### src/rtl/lsc_pkg.sv
package lsc_pkg;

    localparam int DATA_W   = 16;
    localparam int ADDR_W   = 3;
    localparam int PDATA_W  = 32;
    localparam int DEG_FRAC = 20;
    localparam int ZW       = 30;
    localparam int CW       = 33;
    localparam int TW       = 32;
    localparam int ATAN_LEN = 24;

    localparam logic [0:0] REG_POLAR_MODE = 1'b0;
    localparam logic       POLAR_MODE_RST = 1'b1;

    localparam logic signed [CW-1:0] CORDIC_GAIN = 33'sd652032874;

    localparam logic signed [ZW-1:0] ATAN_TAB [ATAN_LEN] = '{
        30'sd47185920, 30'sd27855475, 30'sd14718068, 30'sd7471121,
        30'sd3750058,  30'sd1876857,  30'sd938658,   30'sd469357,
        30'sd234682,   30'sd117342,   30'sd58671,    30'sd29335,
        30'sd14668,    30'sd7334,     30'sd3667,     30'sd1833,
        30'sd917,      30'sd458,      30'sd229,      30'sd115,
        30'sd57,       30'sd29,       30'sd14,       30'sd7
    };

    typedef struct packed {
        logic en;
        logic valid;
    } lsc_ctrl_t;

    typedef struct packed {
        logic signed [DATA_W-1:0] d;
        logic signed [DATA_W-1:0] e;
        logic signed [DATA_W-1:0] a;
    } lsc_raw_t;

    typedef struct packed {
        logic signed [ZW-1:0] z;
        logic                 neg;
    } lsc_zang_t;

    typedef struct packed {
        logic signed [CW-1:0] cos_e;
        logic signed [CW-1:0] sin_e;
        logic signed [CW-1:0] cos_a;
        logic signed [CW-1:0] sin_a;
    } lsc_trig_t;

    typedef struct packed {
        logic signed [DATA_W-1:0] x;
        logic signed [DATA_W-1:0] y;
        logic signed [DATA_W-1:0] z;
    } lsc_point_t;

    localparam logic signed [23:0] SAT_MAX = 24'sd32767;
    localparam logic signed [23:0] SAT_MIN = -24'sd32768;

    function automatic logic signed [DATA_W-1:0] lsc_sat16(input logic signed [23:0] v);
        logic signed [DATA_W-1:0] r;
        if (v > SAT_MAX) begin
            r = 16'sh7FFF;
        end else if (v < SAT_MIN) begin
            r = 16'sh8000;
        end else begin
            r = v[DATA_W-1:0];
        end
        return r;
    endfunction

endpackage

### src/rtl/lsc_angle_reduce.sv
module lsc_angle_reduce #(
    parameter int ANGLE_FRAC_BITS = 6
) (
    input  logic              aclk,
    input  logic              aresetn,
    input  lsc_pkg::lsc_ctrl_t ctrl_in,
    input  lsc_pkg::lsc_raw_t  raw_in,
    output logic              out_valid,
    output lsc_pkg::lsc_raw_t  raw_out,
    output lsc_pkg::lsc_zang_t ang_e_out,
    output lsc_pkg::lsc_zang_t ang_a_out
);
    import lsc_pkg::*;

    localparam int FULL    = 360 * (2 ** ANGLE_FRAC_BITS);
    localparam int HALF    = 180 * (2 ** ANGLE_FRAC_BITS);
    localparam int QUARTER = 90 * (2 ** ANGLE_FRAC_BITS);
    localparam int UW      = 18;
    localparam int RW      = 28;
    localparam int RSH     = 36;
    localparam int PW      = UW + RW;
    localparam int QW      = PW - RSH;
    localparam int ZSH     = DEG_FRAC - ANGLE_FRAC_BITS;
    localparam int WRAPS   = (32768 + FULL - 1) / FULL;
    localparam longint RECIP = ((64'sd1 <<< RSH) + FULL - 1) / FULL;

    localparam logic [UW-1:0]        OFFS      = UW'(WRAPS * FULL);
    localparam logic [RW-1:0]        RECIP_U   = RW'(RECIP);
    localparam logic [UW-1:0]        FULL_U    = UW'(FULL);
    localparam logic [UW-1:0]        HALF_U    = UW'(HALF);
    localparam logic signed [UW-1:0] HALF_S    = UW'(HALF);
    localparam logic signed [UW-1:0] QUARTER_S = UW'(QUARTER);
    localparam logic signed [UW-1:0] NQUART_S  = UW'(-QUARTER);

    function automatic lsc_zang_t fold(input logic [UW-1:0] u, input logic [QW-1:0] q);
        logic [UW-1:0]        rem;
        logic signed [UW-1:0] r;
        lsc_zang_t            res;
        rem = u - UW'(q) * FULL_U;
        if (rem >= HALF_U) begin
            r = signed'(rem - FULL_U);
        end else begin
            r = signed'(rem);
        end
        res.neg = 1'b0;
        if (r > QUARTER_S) begin
            r       = r - HALF_S;
            res.neg = 1'b1;
        end else if (r < NQUART_S) begin
            r       = r + HALF_S;
            res.neg = 1'b1;
        end
        res.z = ZW'(r) <<< ZSH;
        return res;
    endfunction

    logic            a_valid_reg, b_valid_reg, c_valid_reg;
    lsc_raw_t        a_raw_reg, b_raw_reg, c_raw_reg;
    logic [UW-1:0]   a_ue_reg, a_ua_reg, b_ue_reg, b_ua_reg;
    logic [UW-1:0]   ue_next, ua_next;
    logic [QW-1:0]   b_qe_reg, b_qa_reg;
    logic [PW-1:0]   prod_e, prod_a;
    lsc_zang_t       c_ang_e_reg, c_ang_a_reg;

    assign ue_next = {{(UW-DATA_W){raw_in.e[DATA_W-1]}}, raw_in.e} + OFFS;
    assign ua_next = {{(UW-DATA_W){raw_in.a[DATA_W-1]}}, raw_in.a} + OFFS;
    assign prod_e  = PW'(a_ue_reg) * PW'(RECIP_U);
    assign prod_a  = PW'(a_ua_reg) * PW'(RECIP_U);

    always_ff @(posedge aclk) begin
        if (!aresetn) begin
            a_valid_reg <= 1'b0;
            b_valid_reg <= 1'b0;
            c_valid_reg <= 1'b0;
        end else if (ctrl_in.en) begin
            a_valid_reg <= ctrl_in.valid;
            b_valid_reg <= a_valid_reg;
            c_valid_reg <= b_valid_reg;
        end
    end

    always_ff @(posedge aclk) begin
        if (ctrl_in.en) begin
            a_raw_reg   <= raw_in;
            a_ue_reg    <= ue_next;
            a_ua_reg    <= ua_next;
            b_raw_reg   <= a_raw_reg;
            b_ue_reg    <= a_ue_reg;
            b_ua_reg    <= a_ua_reg;
            b_qe_reg    <= prod_e[PW-1:RSH];
            b_qa_reg    <= prod_a[PW-1:RSH];
            c_raw_reg   <= b_raw_reg;
            c_ang_e_reg <= fold(b_ue_reg, b_qe_reg);
            c_ang_a_reg <= fold(b_ua_reg, b_qa_reg);
        end
    end

    assign out_valid = c_valid_reg;
    assign raw_out   = c_raw_reg;
    assign ang_e_out = c_ang_e_reg;
    assign ang_a_out = c_ang_a_reg;

endmodule

### config.mk
export PLATFORM = sky130hd
export DESIGN_NAME = lsc_angle_reduce
export DESIGN_NICKNAME = d
export VERILOG_FILES = /design/src/rtl/lsc_pkg.sv /design/src/rtl/lsc_angle_reduce.sv
export SDC_FILE = /design/constraint.sdc
export NUM_CORES = 1
export LEC_CHECK = 0
export BUFFER_PORTS_ARGS = -buffer_cell sky130_fd_sc_hd__buf_2
export CAP_MARGIN = 20
export CORE_MARGIN = 4
export CORE_UTILIZATION = 50
export DETAILED_ROUTE_END_ITERATION = 12
export HOLD_SLACK_MARGIN = 0.06
export PLACE_DENSITY = 0.71
export SLEW_MARGIN = 20
export SYNTH_ARGS = -nofsm -noshare
export SYNTH_HDL_FRONTEND = slang
export SYNTH_SLANG_ARGS = --single-unit
### constraint.sdc
create_clock -name aclk -period 5.28 [get_ports aclk]
set_input_delay 0.792 -clock aclk [delete_from_list [all_inputs] [get_ports aclk]]
set_output_delay 0.792 -clock aclk [all_outputs]
set_load 0.005 [all_outputs]
Yosys cells after proc, flatten, opt, wreduce, memory -nomap -nowiden:

Index checks and enable logic that the tools add are counted.

* register bits: 261
* latch bits: 0
* RAM bits: 0
* memory bits (read-only): 0
* input bits: 52
* output and inout port bits: 111
* logic and storage cells: 52
* memories kept: 0

* add/subtract/negate cells: 10
* multiply operators: 4
* div/mod/pow operators: 0
* $lt $le $gt $ge: 6
* eq/ne operators: 0
* shifts and indexed selects: 0
* mux-type cells: 10
* bitwise operators: 0
* reduce and logical (&&, ||, !) cells: 0

Operators with widths (count)
* multiplier 18 x 22 -> 40 bit, second input constant: 2
* 2-to-1 mux 18 bit: 4
* 2-to-1 mux 16 bit: 4
* adder 16 x 17 -> 18 bit, second input constant: 2
* >= comparator 18 x 14 -> 1 bit, second input constant: 2
* > comparator 18 x 14 -> 1 bit, second input constant: 2
* less-than comparator 18 x 14 -> 1 bit, second input constant: 2
* subtractor 18 x 15 -> 18 bit, second input constant: 2
* subtractor 18 bit: 2
* adder 16 x 15 -> 16 bit, second input constant: 2
* subtractor 16 x 15 -> 16 bit, second input constant: 2
* multiplier 4 x 6 -> 9 bit, second input constant: 2
* 2-to-1 mux 1 bit: 2

Logic depth before layout (Yosys ltp):

Gate-level depths: netlist (run 1).

* depth in word-level cells: 8
* gate-level depth with buffers: 24
* gate-level depth less buffers: 24

Worst setup path before layout (run 1):

No wires, ideal clock.

* path type: register -> register
* start point: reg a_ua_reg[12]
* end point: reg b_qa_reg[2] (data pin)
* library setup time: 258 ps
* data arrival time: 5156 ps
* required time: 5022 ps
* path slack: -134 ps
* stages on the path, launching flop included: 21
* path buffers: 0
* period minus slack after synthesis: 5414 ps
* cell sequence: edfxtp_1 ha_1 ha_1 inv_1 fa_1 fa_1 inv_1 fa_1 fa_1 ha_1 a21o_1 a21o_1 a21o_1 a21o_1 a21o_1 a21o_1 a21o_1 a22oi_1 nand2_1 a21oi_1 xnor2_1

* cells in the longest elaborated chain, start to end: 1

Ends and longest elaborated chain
* start, declared: RTL line lsc_angle_reduce.sv:59 `logic [UW-1:0] a_ue_reg, a_ua_reg, b_ue_reg, b_ua_reg;`
* start signal, assigned: RTL line lsc_angle_reduce.sv:86 `a_ua_reg <= ua_next;`
* multiplier 18 x 22 -> 40 bit: RTL line lsc_angle_reduce.sv:68 `assign prod_a = PW'(a_ua_reg) * PW'(RECIP_U);`
* named net prod_a[38]: RTL line lsc_angle_reduce.sv:62 `logic [PW-1:0] prod_e, prod_a;`
* end signal, assigned: RTL line lsc_angle_reduce.sv:91 `b_qa_reg <= prod_a[PW-1:RSH];`
* end, declared: RTL line lsc_angle_reduce.sv:61 `logic [QW-1:0] b_qe_reg, b_qa_reg;`

The timed path passes the listed nets, and every way through them passes these cells.
A chain may end at the register's enable or synchronous reset.

Worst setup path after layout (run 1):

* start point: reg a_ua_reg[12]
* end point: reg b_qa_reg[3] (data pin)

The elaborated chain is that of the path after synthesis.

==> results.txt, run 1 <==
----------------------------------------------------
[Clock network]
  Root buffer cell ... sky130_fd_sc_hd__clkbuf_16
  Maximum number of buffers from clock root to sink ... 3
  CTS clk-pin slew, worst paths ... approximately 60 ps
  CTS tree ... yes
  Clock Latency Late Sink ... approximately 520 ps
  Clock tree sinks ... 201
  H-tree level count ... 1
  Total CTS buffers ... 22

[Floorplan]
  IO Pins ... ~160
  Width of the chip ... around 200 um
  Initial cell density of the core ... 0.5079
  Area of the core region ... between 0.03 and 0.04 mm2
  Die Y ... 201.1 um
  Row cnt ... 70
  Floorplan die area ... 0.04043 mm2

[Global routing]
  Via count of the first global-routing pass ... 12.92k
  Largest net degree at the start of global routing ... ~130
  Number of antenna violations at the first check in global routing ... 0
  Met1 routing resource usage after global routing ... 0.2733
  First-pass GRT wire length ... 65400 um
  Global route hottest layer ... met2
  Met2 Usage GRT ... 0.3342
  GRT Resource Usage Total ... 0.1993
  Global routing met3 resource utilization ... 0.03021
  Grt total ovfl ... 0

[Yosys]
  Portion of synthesized cell area occupied by the leading cell type ... 0.3190
  Dominant cell type by area after synthesis ... sky130_fd_sc_hd__edfxtp_1
  Ys async rst share ... 0
  Total of flip-flops plus latches after synthesis ... 201
  Count leader, synth ... sky130_fd_sc_hd__inv_1
  Sequential element share of the synthesized area ... 0.3222
  Cell area after synthesis ... 0.01864 mm2
  Yosys warning count ... 0
  Post-synthesis cell count ... 1596
  Most used DFF post-synth ... sky130_fd_sc_hd__edfxtp_1
  Top cells by count, synth ... sky130_fd_sc_hd__inv_1, sky130_fd_sc_hd__ha_1, sky130_fd_sc_hd__edfxtp_1, sky130_fd_sc_hd__fa_1, sky130_fd_sc_hd__a21oi_1
  Synthesized area divided by synthesized cell count ... about 12 um2
  Top cells by area, synth ... sky130_fd_sc_hd__edfxtp_1, sky130_fd_sc_hd__ha_1, sky130_fd_sc_hd__fa_1
  Number of flops mapped to enable cells by yosys ... 198
  Synth cell types ... 78

[Critical path]
  Total stage count of the critical path ... 19
  Largest fanout on the critical path ... 4
  Reg2Reg Capture Point ... b_qa_reg[3]$_DFFE_PP_
  Required time at the worst-slack endpoint ... 5530 ps
  Worst-case register-to-register setup slack ... -180 ps
  Worst Path Buf+Inv ... 2
  Launch point of the critical path ... a_ua_reg[12]$_DFFE_PP_
  CP Capture Type ... flip-flop
  Last element of the critical path ... b_qa_reg[3]$_DFFE_PP_
  Register-to-Register Path Depth ... 19
  Reg2reg start ... a_ua_reg[12]$_DFFE_PP_
  Category of cells accounting for the largest share of critical-path delay ... adder cells
  Series of cell instances along the critical path ... ha_1 > ha_1 > fa_2 > inv_2 > fa_1 > inv_1 > fa_2 > fa_1 > ha_2 > a21o_1 > a21o_1 > a21o_1 > a21o_1 > a21o_1 > a211oi_2 > o21ai_2 > a21oi_2 > a311oi_2 > xor2_1
  Crit-path slowest cell ... sky130_fd_sc_hd__fa_2
  Top cell by count, worst path ... sky130_fd_sc_hd__a21o_1
  Critical path data arrival time ... 5700 ps
  Stage delay of the slowest cell on the critical path ... 640 ps
  Startpoint kind of the worst setup timing path ... flip-flop
  Critical path class ... reg -> reg

[Timing]
  Final critical-path share of the clock period ... 1.034
  Time the worst path needs with I/O delays and setup ... 5458 ps
  Setup Skew ... 21.64 ps
  Setup Viol. Count Final ... 6
  Timing-limited maximum frequency ... 183.2 MHz
  Final hold vios ... 0
  Relative slew margins ... 0.3072
  Least setup slack across all paths after layout ... -178.0 ps
  Transition at the pin with the smallest max-transition slack ... a little over 1000 ps
  Pins Over Slew Limit ... 0
  Setup repair after global routing missed its margin ... true
  Fin Setup TNS ... -780.8 ps

[Place]
  Placer Congestion ... 0.9220
  Half-perimeter wire length of the detailed placement result ... ~34000 um
  Placed cell count ... 2310
  Area post-placement ... 0.02072 mm2
  Dpl ws ... -414.4 ps
  Number of buffer cells added on primary ports ... between 100 and 150

[Route]
  # DRC ... 0
  Average detailed-routed wire length per instance ... approximately 17 um
  Iteration count of the initial detailed-routing pass ... 4
  Total wirelength of the detailed-routed design ... 41330 um
  Total number of vias ... roughly 12k
  Post-detailed-route count of antenna-violating nets ... 0
  Routed via count divided by cell count ... 5.218
  Initial DRC count ... 619

[Cells and area]
  Antenna Cells ... 0
  Fill cell instance count of the final layout ... 2811
  Post-route design area ... 0.02257 mm2
  Layout Nets ... between 2k and 2.5k
  Area overhead of the layout relative to synthesis ... 21.08%
  Number of standard cells in the layout, taps in and fillers out ... 2390
  Share of cells above drive strength 1 ... 0.2627

[Job]
  Max-cap violations ... 0

[Run status]
  Result of the run ... finished, violations left
  Violations in the final reports ... setup timing

[Min path]
  Worst hold path type ... reg -> reg

----------------------------------------------------
## cell usage in the layout, fill, tap and decap left out, types with 26 or more instances in the layout
| cell type | instances |
|---|---|
| sky130_fd_sc_hd__fa_1 | 164 |
| sky130_fd_sc_hd__nor2_1 | 36 |
| sky130_fd_sc_hd__xnor2_1 | 39 |
| sky130_fd_sc_hd__xor2_1 | 26 |
| sky130_fd_sc_hd__ha_4 | 34 |
| sky130_fd_sc_hd__a21o_1 | 40 |
| sky130_fd_sc_hd__inv_1 | 343 |
| sky130_fd_sc_hd__edfxtp_1 | 198 |
| sky130_fd_sc_hd__nand2_1 | 33 |
| sky130_fd_sc_hd__a21oi_1 | 48 |
| sky130_fd_sc_hd__ha_1 | 279 |
| sky130_fd_sc_hd__conb_1 | 28 |
| sky130_fd_sc_hd__buf_2 | 133 |
| sky130_fd_sc_hd__buf_4 | 169 |
## layer usage
layer  vias to the layer above  share of wire
met5                         -              0
met4                         0          0.026
met3                        67          0.048
met2                       296           0.48
met1                      6127           0.44
li1                       5982              -
## worst register-to-register path: stages, from the launching register on
cell                       delay [ps]
sky130_fd_sc_hd__edfxtp_1         490
sky130_fd_sc_hd__ha_1             360
sky130_fd_sc_hd__ha_1             340
sky130_fd_sc_hd__fa_2             640
sky130_fd_sc_hd__inv_2             60
sky130_fd_sc_hd__fa_1             540
sky130_fd_sc_hd__inv_1             60
sky130_fd_sc_hd__fa_2             390
sky130_fd_sc_hd__fa_1             400
sky130_fd_sc_hd__ha_2             180
sky130_fd_sc_hd__a21o_1           180
sky130_fd_sc_hd__a21o_1           180
sky130_fd_sc_hd__a21o_1           180
sky130_fd_sc_hd__a21o_1           170
sky130_fd_sc_hd__a21o_1           180
sky130_fd_sc_hd__a211oi_2         260
sky130_fd_sc_hd__o21ai_2          110
sky130_fd_sc_hd__a21oi_2          210
sky130_fd_sc_hd__a311oi_2         130
sky130_fd_sc_hd__xor2_1           160
## per-stage QoR
step / hold WS [ps] / util
CTS: 399.5 / 0.5932
global route: 407.4 / 0.6150
finish: 402.9 / 0.6150
floorplan: 400.3 / -
detailed placement: 404.5 / 0.5647
global placement: 400.2 / 0.5647
## worst min-delay path by stage
stage / start / endpoint / slack, ps / cells after the start
floorplan: a_raw_reg[10]$_DFFE_PP_ / b_raw_reg[10]$_DFFE_PP_ / 400 / 0
global placement: a_raw_reg[43]$_DFFE_PP_ / b_raw_reg[43]$_DFFE_PP_ / 400 / 0
detailed placement: a_raw_reg[13]$_DFFE_PP_ / b_raw_reg[13]$_DFFE_PP_ / 400 / 0
CTS: a_raw_reg[35]$_DFFE_PP_ / b_raw_reg[35]$_DFFE_PP_ / 400 / 0
global route: b_raw_reg[34]$_DFFE_PP_ / raw_out[34]$_DFFE_PP_ / 410 / 0
finish: a_raw_reg[35]$_DFFE_PP_ / b_raw_reg[35]$_DFFE_PP_ / 400 / 0
## kinds of logic after synthesis
logic type / count (synthesis) / synth area share
XOR/XNOR: 65 / 0.03054
flip-flops: 201 / 0.3222
AO/OA/AOI/OAI: 211 / 0.07954
adder cells (fa/ha/maj): 509 / 0.4162
other: 1 / 0.0002012
multiplexers: 9 / 0.004967
AND/OR/NAND/NOR: 199 / 0.05665
buffers and inverters: 401 / 0.08974
## cell type report
class / instances / area [um2] / share of cell area
multi-input cells: 1021 / 11950 / 0.5296
flip-flops and latches: 201 / 6006 / 0.2661
repair buffers: 307 / 2002 / 0.08870
inverters: 354 / 1329 / 0.05887
well taps: 468 / 585.6 / 0.02594
clock buffers: 25 / 583.1 / 0.02583
clock inverters: 14 / 112.6 / 0.004989
## timing repair
action / CTS / global route
gates resized for setup: 49 / 102
endpoints found under the setup margin: 15 / 26
pin swaps: 59 / 84
buffers inserted: 16 / 25
hold buffers: 0 / 0
Power of run 1 is not shown: default switching activity piles up to over one toggle a cycle in this logic, so the estimate is an artifact.
==> run 2, diff against run 1 <==
- MAX_ROUTING_LAYER: default -> met4
- SKIP_LAST_GASP: default -> 1
==> results.txt, run 2 (synthesis results as in run 1) <==
----------------------------------------------------
[Run status]
  Result of the run ... finished, violations left
  Violations in the final reports ... setup timing

[Floorplan]
  Width of the chip ... 201.1 um
  Initial cell density of the core ... 0.5079
  IO Pins ... 163
  Floorplan die area ... 0.04043 mm2
  Row cnt ... 70
  Die Y ... ~200 um
  Area of the core region ... between 0.03 and 0.04 mm2

[Clock network]
  H-tree level count ... 1
  Total CTS buffers ... 23
  CTS tree ... yes
  Root buffer cell ... sky130_fd_sc_hd__clkbuf_16
  Maximum number of buffers from clock root to sink ... 3
  CTS clk-pin slew, worst paths ... about 60 ps
  Number of buffers inserted for hold repair after clock tree synthesis ... 0
  Clock Latency Late Sink ... 510 ps
  Clock tree sinks ... around 200

[Cells and area]
  Most frequent standard cell in the layout excluding fill and tap cells ... sky130_fd_sc_hd__inv_1
  Fill cell instance count of the final layout ... 2756
  Top library cells by usage in the layout, fill and taps aside ... sky130_fd_sc_hd__inv_1, sky130_fd_sc_hd__ha_1, sky130_fd_sc_hd__edfxtp_1
  Area overhead of the layout relative to synthesis ... 21.81%
  Layout Nets ... 2482
  Share of cells above drive strength 1 ... 0.2656
  Antenna Cells ... 0

[Route]
  Average detailed-routed wire length per instance ... roughly 17 um
  Initial DRC count ... between 500 and 600
  Total wirelength of the detailed-routed design ... 41030 um
  Post-detailed-route count of antenna-violating nets ... 0
  Routed via count divided by cell count ... 5.198
  Total number of vias ... 12.49k
  # DRC ... 0
  Iteration count of the initial detailed-routing pass ... 7

[Timing]
  Setup repair after global routing missed its margin ... true
  Pins Over Slew Limit ... 0
  Setup Skew ... 24.26 ps
  Setup Viol. Count Final ... 6
  Final critical-path share of the clock period ... 1.032
  Least setup slack across all paths after layout ... -170.2 ps
  Transition at the pin with the smallest max-transition slack ... 1002 ps
  Timing-limited maximum frequency ... 183.5 MHz
  Final hold vios ... 0
  Relative slew margins ... 0.3320
  Time the worst path needs with I/O delays and setup ... 5450 ps
  Hold slack final ... 404.3 ps

[Place]
  Number of buffer cells added on primary ports ... 134
  Half-perimeter wire length of the detailed placement result ... between 30000 and 40000 um
  Placer Congestion ... 0.9418

[Critical path]
  Reg2Reg Capture Point ... b_qa_reg[3]$_DFFE_PP_
  Required time at the worst-slack endpoint ... 5510 ps
  Stage delay of the slowest cell on the critical path ... 590 ps
  Top cell by count, worst path ... sky130_fd_sc_hd__a21o_1
  Register-to-Register Path Depth ... 18
  CP Capture Type ... flip-flop
  Crit-path slowest cell ... sky130_fd_sc_hd__fa_1
  Startpoint kind of the worst setup timing path ... flip-flop
  Worst-case register-to-register setup slack ... -170 ps
  Critical path data arrival time ... 5680 ps
  Reg2reg start ... a_ua_reg[10]$_DFFE_PP_
  Largest fanout on the critical path ... 3
  Series of cell instances along the critical path ... ha_4 > inv_2 > fa_1 > inv_2 > fa_1 > fa_1 > fa_1 > fa_1 > ha_4 > a21o_1 > a21o_1 > a21o_1 > a21o_1 > a21o_1 > a21o_1 > a22oi_2 > a311oi_2 > xor2_1
  Critical path class ... reg -> reg

[Global routing]
  Grt total ovfl ... 0
  First-pass GRT wire length ... between 60000 and 70000 um
  Number of antenna violations at the first check in global routing ... 0
  Via count of the first global-routing pass ... between 10k and 15k
  Largest net degree at the start of global routing ... 124
  GRT Resource Usage Total ... 0.2059

[Min path]
  Startpoint of the most critical hold path ... b_raw_reg[45]$_DFFE_PP_
  Number of cells traversed by the worst hold path ... 0
  End of the worst hold path ... raw_out[45]$_DFFE_PP_
  Worst hold path type ... reg -> reg

[Job]
  Max-cap violations ... 0

----------------------------------------------------
## run 2: cell types whose count changed in the layout (fill, tap and decap cells not counted), moves of 3 or more
| cell | change |
|---|---|
| sky130_fd_sc_hd__clkinv_2 | -3 |
| sky130_fd_sc_hd__fa_1 | +3 |
| sky130_fd_sc_hd__buf_4 | +6 |
| sky130_fd_sc_hd__inv_2 | +4 |
| sky130_fd_sc_hd__ha_2 | -6 |
| sky130_fd_sc_hd__ha_1 | +4 |
| sky130_fd_sc_hd__buf_6 | +7 |
| sky130_fd_sc_hd__fa_2 | -3 |
| sky130_fd_sc_hd__inv_1 | -5 |
## run 2: metrics by stage
stage          utilization  instance area [um2]  cells  TNS, ps  setup WS (ps)
5_1_grt             0.6187                22710   2403    -2347         -333.7
6_report            0.6187                22710   2403   -535.8         -170.2
3_5_place_dp        0.5659                20770   2314    -2856         -418.4
2_1_floorplan            -                18810   1623   -9.580         -9.580
4_1_cts             0.6002                22020   2376   -822.1         -185.2
3_3_place_gp        0.5659                20770   2314    -1917         -370.8
## run 2: area by class of cell
cell class                      instances  area, um2  share of cell area
Multi-Input combinational cell       1021      11930              0.5254
Sequential cell                       201       6006              0.2645
Timing Repair Buffer                  320       2126             0.09362
Inverter                              354       1331             0.05863
Clock buffer                           26      586.8             0.02584
Tap cell                              468      585.6             0.02579
Clock inverter                         13      141.4            0.006227
## run 2: worst max-delay path, delay by kind of cell, from the launching register on
kind | cells | cell delay, ps
XOR/XNOR | 1 | 180
flip-flops | 1 | 500
AO/OA/AOI/OAI | 8 | 1340
adder cells (fa/ha/maj) | 7 | 3080
buffers and inverters | 2 | 80
## run 2: layer usage
layer / up-vias / GRT usage / wire [um]
li1: 6013 / - / -
met1: 6111 / 0.2815 / 18360
met2: 302 / 0.3342 / 19870
met3: 64 / 0.02553 / 1922
met4: 0 / 0.04499 / 876
met5: - / - / 0
## run 2: repair_timing
action / in CTS / in global routing
endpoints found under the setup margin: 15 / 26
gates resized for setup: 64 / 93
buffers inserted: 24 / 27
gates cloned: 0 / 0
pin swaps: 82 / 69
## run 2: worst max-delay path by stage
stage	slack, ps	endpoint	start
floorplan	-10	b_qa_reg[2]$_DFFE_PP_	a_ua_reg[10]$_DFFE_PP_
global placement	-370	b_qa_reg[0]$_DFFE_PP_	a_raw_reg[7]$_DFFE_PP_
detailed placement	-420	b_qe_reg[3]$_DFFE_PP_	a_ue_reg[10]$_DFFE_PP_
CTS	-190	b_qa_reg[3]$_DFFE_PP_	a_ua_reg[10]$_DFFE_PP_
global route	-330	b_qa_reg[3]$_DFFE_PP_	a_ua_reg[16]$_DFFE_PP_
finish	-170	b_qa_reg[3]$_DFFE_PP_	a_ua_reg[10]$_DFFE_PP_
Power of run 2 is left out for the same reason.
==> run 3, diff against run 2 <==
- CORE_UTILIZATION: 50 -> 56
- PLACE_DENSITY: 0.71 -> 0.79
==> results.txt, run 3 (synthesis results as in run 1) <==
----------------------------------------------------
[Route]
  Iteration count of the initial detailed-routing pass ... 5
  Total wirelength of the detailed-routed design ... 43040 um
  Routed via count divided by cell count ... around 5.4
  # DRC ... 0
  Initial DRC count ... 780
  Average detailed-routed wire length per instance ... 18.14 um
  Post-detailed-route count of antenna-violating nets ... 0
  Total number of vias ... 12.90k

[Cells and area]
  Top library cells by usage in the layout, fill and taps aside ... sky130_fd_sc_hd__inv_1, sky130_fd_sc_hd__ha_1, sky130_fd_sc_hd__edfxtp_1
  Area overhead of the layout relative to synthesis ... 21.67%
  Antenna Cells ... 0
  Post-route design area ... 0.02268 mm2
  Layout Nets ... 2477
  Share of cells above drive strength 1 ... 0.2698
  Most frequent standard cell in the layout excluding fill and tap cells ... sky130_fd_sc_hd__inv_1

[Clock network]
  Total CTS buffers ... 22
  CTS clk-pin slew, worst paths ... 60 ps
  Root buffer cell ... sky130_fd_sc_hd__clkbuf_16
  Number of buffers inserted for hold repair after clock tree synthesis ... 0
  Clock Latency Late Sink ... 510 ps
  Clock tree sinks ... 201
  Maximum number of buffers from clock root to sink ... 3
  H-tree level count ... 1
  CTS tree ... yes

[Min path]
  Startpoint of the most critical hold path ... a_raw_reg[45]$_DFFE_PP_
  Worst hold path type ... reg -> reg
  End of the worst hold path ... b_raw_reg[45]$_DFFE_PP_
  Number of cells traversed by the worst hold path ... 0

[Floorplan]
  Die Y ... 190.4 um
  Initial cell density of the core ... 0.5700
  Width of the chip ... 190.4 um
  Area of the core region ... 0.03270 mm2
  Row cnt ... 66
  IO Pins ... 163
  Floorplan die area ... around 0.036 mm2

[Critical path]
  Series of cell instances along the critical path ... buf_4 > ha_4 > ha_4 > inv_1 > fa_1 > fa_1 > inv_2 > fa_1 > fa_1 > ha_4 > a21o_1 > a21o_1 > a21o_1 > a21o_1 > a21o_1 > a21o_1 > a21o_1 > a22oi_2 > nand2_2 > a21oi_2 > xnor2_1
  Reg2reg start ... a_ua_reg[10]$_DFFE_PP_
  Critical path data arrival time ... 5730 ps
  Top cell by count, worst path ... sky130_fd_sc_hd__a21o_1
  Critical path class ... reg -> reg
  CP Capture Type ... flip-flop
  Stage delay of the slowest cell on the critical path ... 590 ps
  Crit-path slowest cell ... sky130_fd_sc_hd__fa_1
  Largest fanout on the critical path ... 3
  Startpoint kind of the worst setup timing path ... flip-flop
  Register-to-Register Path Depth ... 21
  Reg2Reg Capture Point ... b_qa_reg[2]$_DFFE_PP_
  Category of cells accounting for the largest share of critical-path delay ... adder cells
  Required time at the worst-slack endpoint ... ~5500 ps
  Worst-case register-to-register setup slack ... -200 ps
  Worst Path Buf+Inv ... 3

[Timing]
  Time the worst path needs with I/O delays and setup ... 5476 ps
  Least setup slack across all paths after layout ... -195.8 ps
  Pins Over Slew Limit ... 0
  Setup repair after global routing missed its margin ... true
  Hold slack final ... 402.8 ps
  Relative slew margins ... 0.3528
  Setup Skew ... about 19 ps
  Setup Viol. Count Final ... 6
  Transition at the pin with the smallest max-transition slack ... between 900 and 1000 ps
  Final critical-path share of the clock period ... 1.037
  Fin Setup TNS ... -833.5 ps
  Final hold vios ... 0
  Timing-limited maximum frequency ... 182.6 MHz

[Job]
  Max-cap violations ... 0

[Global routing]
  Via count of the first global-routing pass ... approximately 13k
  Largest net degree at the start of global routing ... approximately 130
  GRT Resource Usage Total ... 0.2341
  Met2 Usage GRT ... 0.3851
  Global route hottest layer ... met2
  Global routing met3 resource utilization ... 0.03149
  Met1 routing resource usage after global routing ... 0.3134
  First-pass GRT wire length ... 66020 um
  Grt total ovfl ... 0
  Number of antenna violations at the first check in global routing ... 0

[Run status]
  Violations in the final reports ... setup timing
  Result of the run ... finished, violations left

[Place]
  Half-perimeter wire length of the detailed placement result ... 33270 um
  Number of buffer cells added on primary ports ... roughly 130
  Placer Congestion ... 0.9737
  Area post-placement ... about 0.021 mm2

----------------------------------------------------
run 3: changes by cell type in the layout (fill, tap and decap cells not counted), moves of 3 or more:
cell,previous run,this run
sky130_fd_sc_hd__buf_4,175,169
sky130_fd_sc_hd__clkinv_1,2,6
sky130_fd_sc_hd__fa_1,167,157
sky130_fd_sc_hd__fa_2,18,28
sky130_fd_sc_hd__ha_1,283,274
sky130_fd_sc_hd__ha_2,5,11
sky130_fd_sc_hd__ha_4,36,39
sky130_fd_sc_hd__inv_1,338,343
sky130_fd_sc_hd__inv_2,15,11
run 3: layout make-up:
class                      instances  area [um2]
fill                            2234       10020
clock inverter                    14       113.9
inverter                         354        1329
multi-input combinational       1022       12010
sequential                       201        6006
tap                              442       553.0
clock buffer                      25       583.1
timing repair buffer             315        2083
run 3: layer usage:
metal / part of all wire / wire, um
met3: 0.071 / 3046
met4: 0.029 / 1252
met2: 0.49 / 21190
met5: 0 / 0
met1: 0.41 / 17550
run 3: what timing repair did:
item                                    CTS  global route
gates resized for setup                  72            98
cloned                                    0             1
pin swaps                                82            88
endpoints found under the setup margin   12            26
setup buffers                            23            32
run 3: how the worst max path moves through the flow:
| stage | start | cells past startpoint | slack (ps) | end |
|---|---|---|---|---|
| global placement | a_ue_reg[13]$_DFFE_PP_ | 21 | -300 | b_qe_reg[3]$_DFFE_PP_ |
| floorplan | a_ua_reg[10]$_DFFE_PP_ | 20 | -10 | b_qa_reg[2]$_DFFE_PP_ |
| CTS | a_ua_reg[10]$_DFFE_PP_ | 19 | -200 | b_qa_reg[2]$_DFFE_PP_ |
| global route | a_ua_reg[10]$_DFFE_PP_ | 21 | -370 | b_qa_reg[2]$_DFFE_PP_ |
| finish | a_ua_reg[10]$_DFFE_PP_ | 21 | -200 | b_qa_reg[2]$_DFFE_PP_ |
| detailed placement | a_ue_reg[13]$_DFFE_PP_ | 21 | -380 | b_qe_reg[3]$_DFFE_PP_ |
run 3: per-stage QoR:
stage | worst slack [ps] | std cells | utilization
final | -195.8 | 2373 | 0.6935
after global routing | -367.5 | 2373 | 0.6935
after CTS | -198.1 | 2340 | 0.6692
after detailed placement | -378.7 | 2278 | 0.6314
after global placement | -305.0 | 2278 | 0.6314
after floorplan | -9.580 | 1623 | -
Power of run 3 is left out for the same reason.
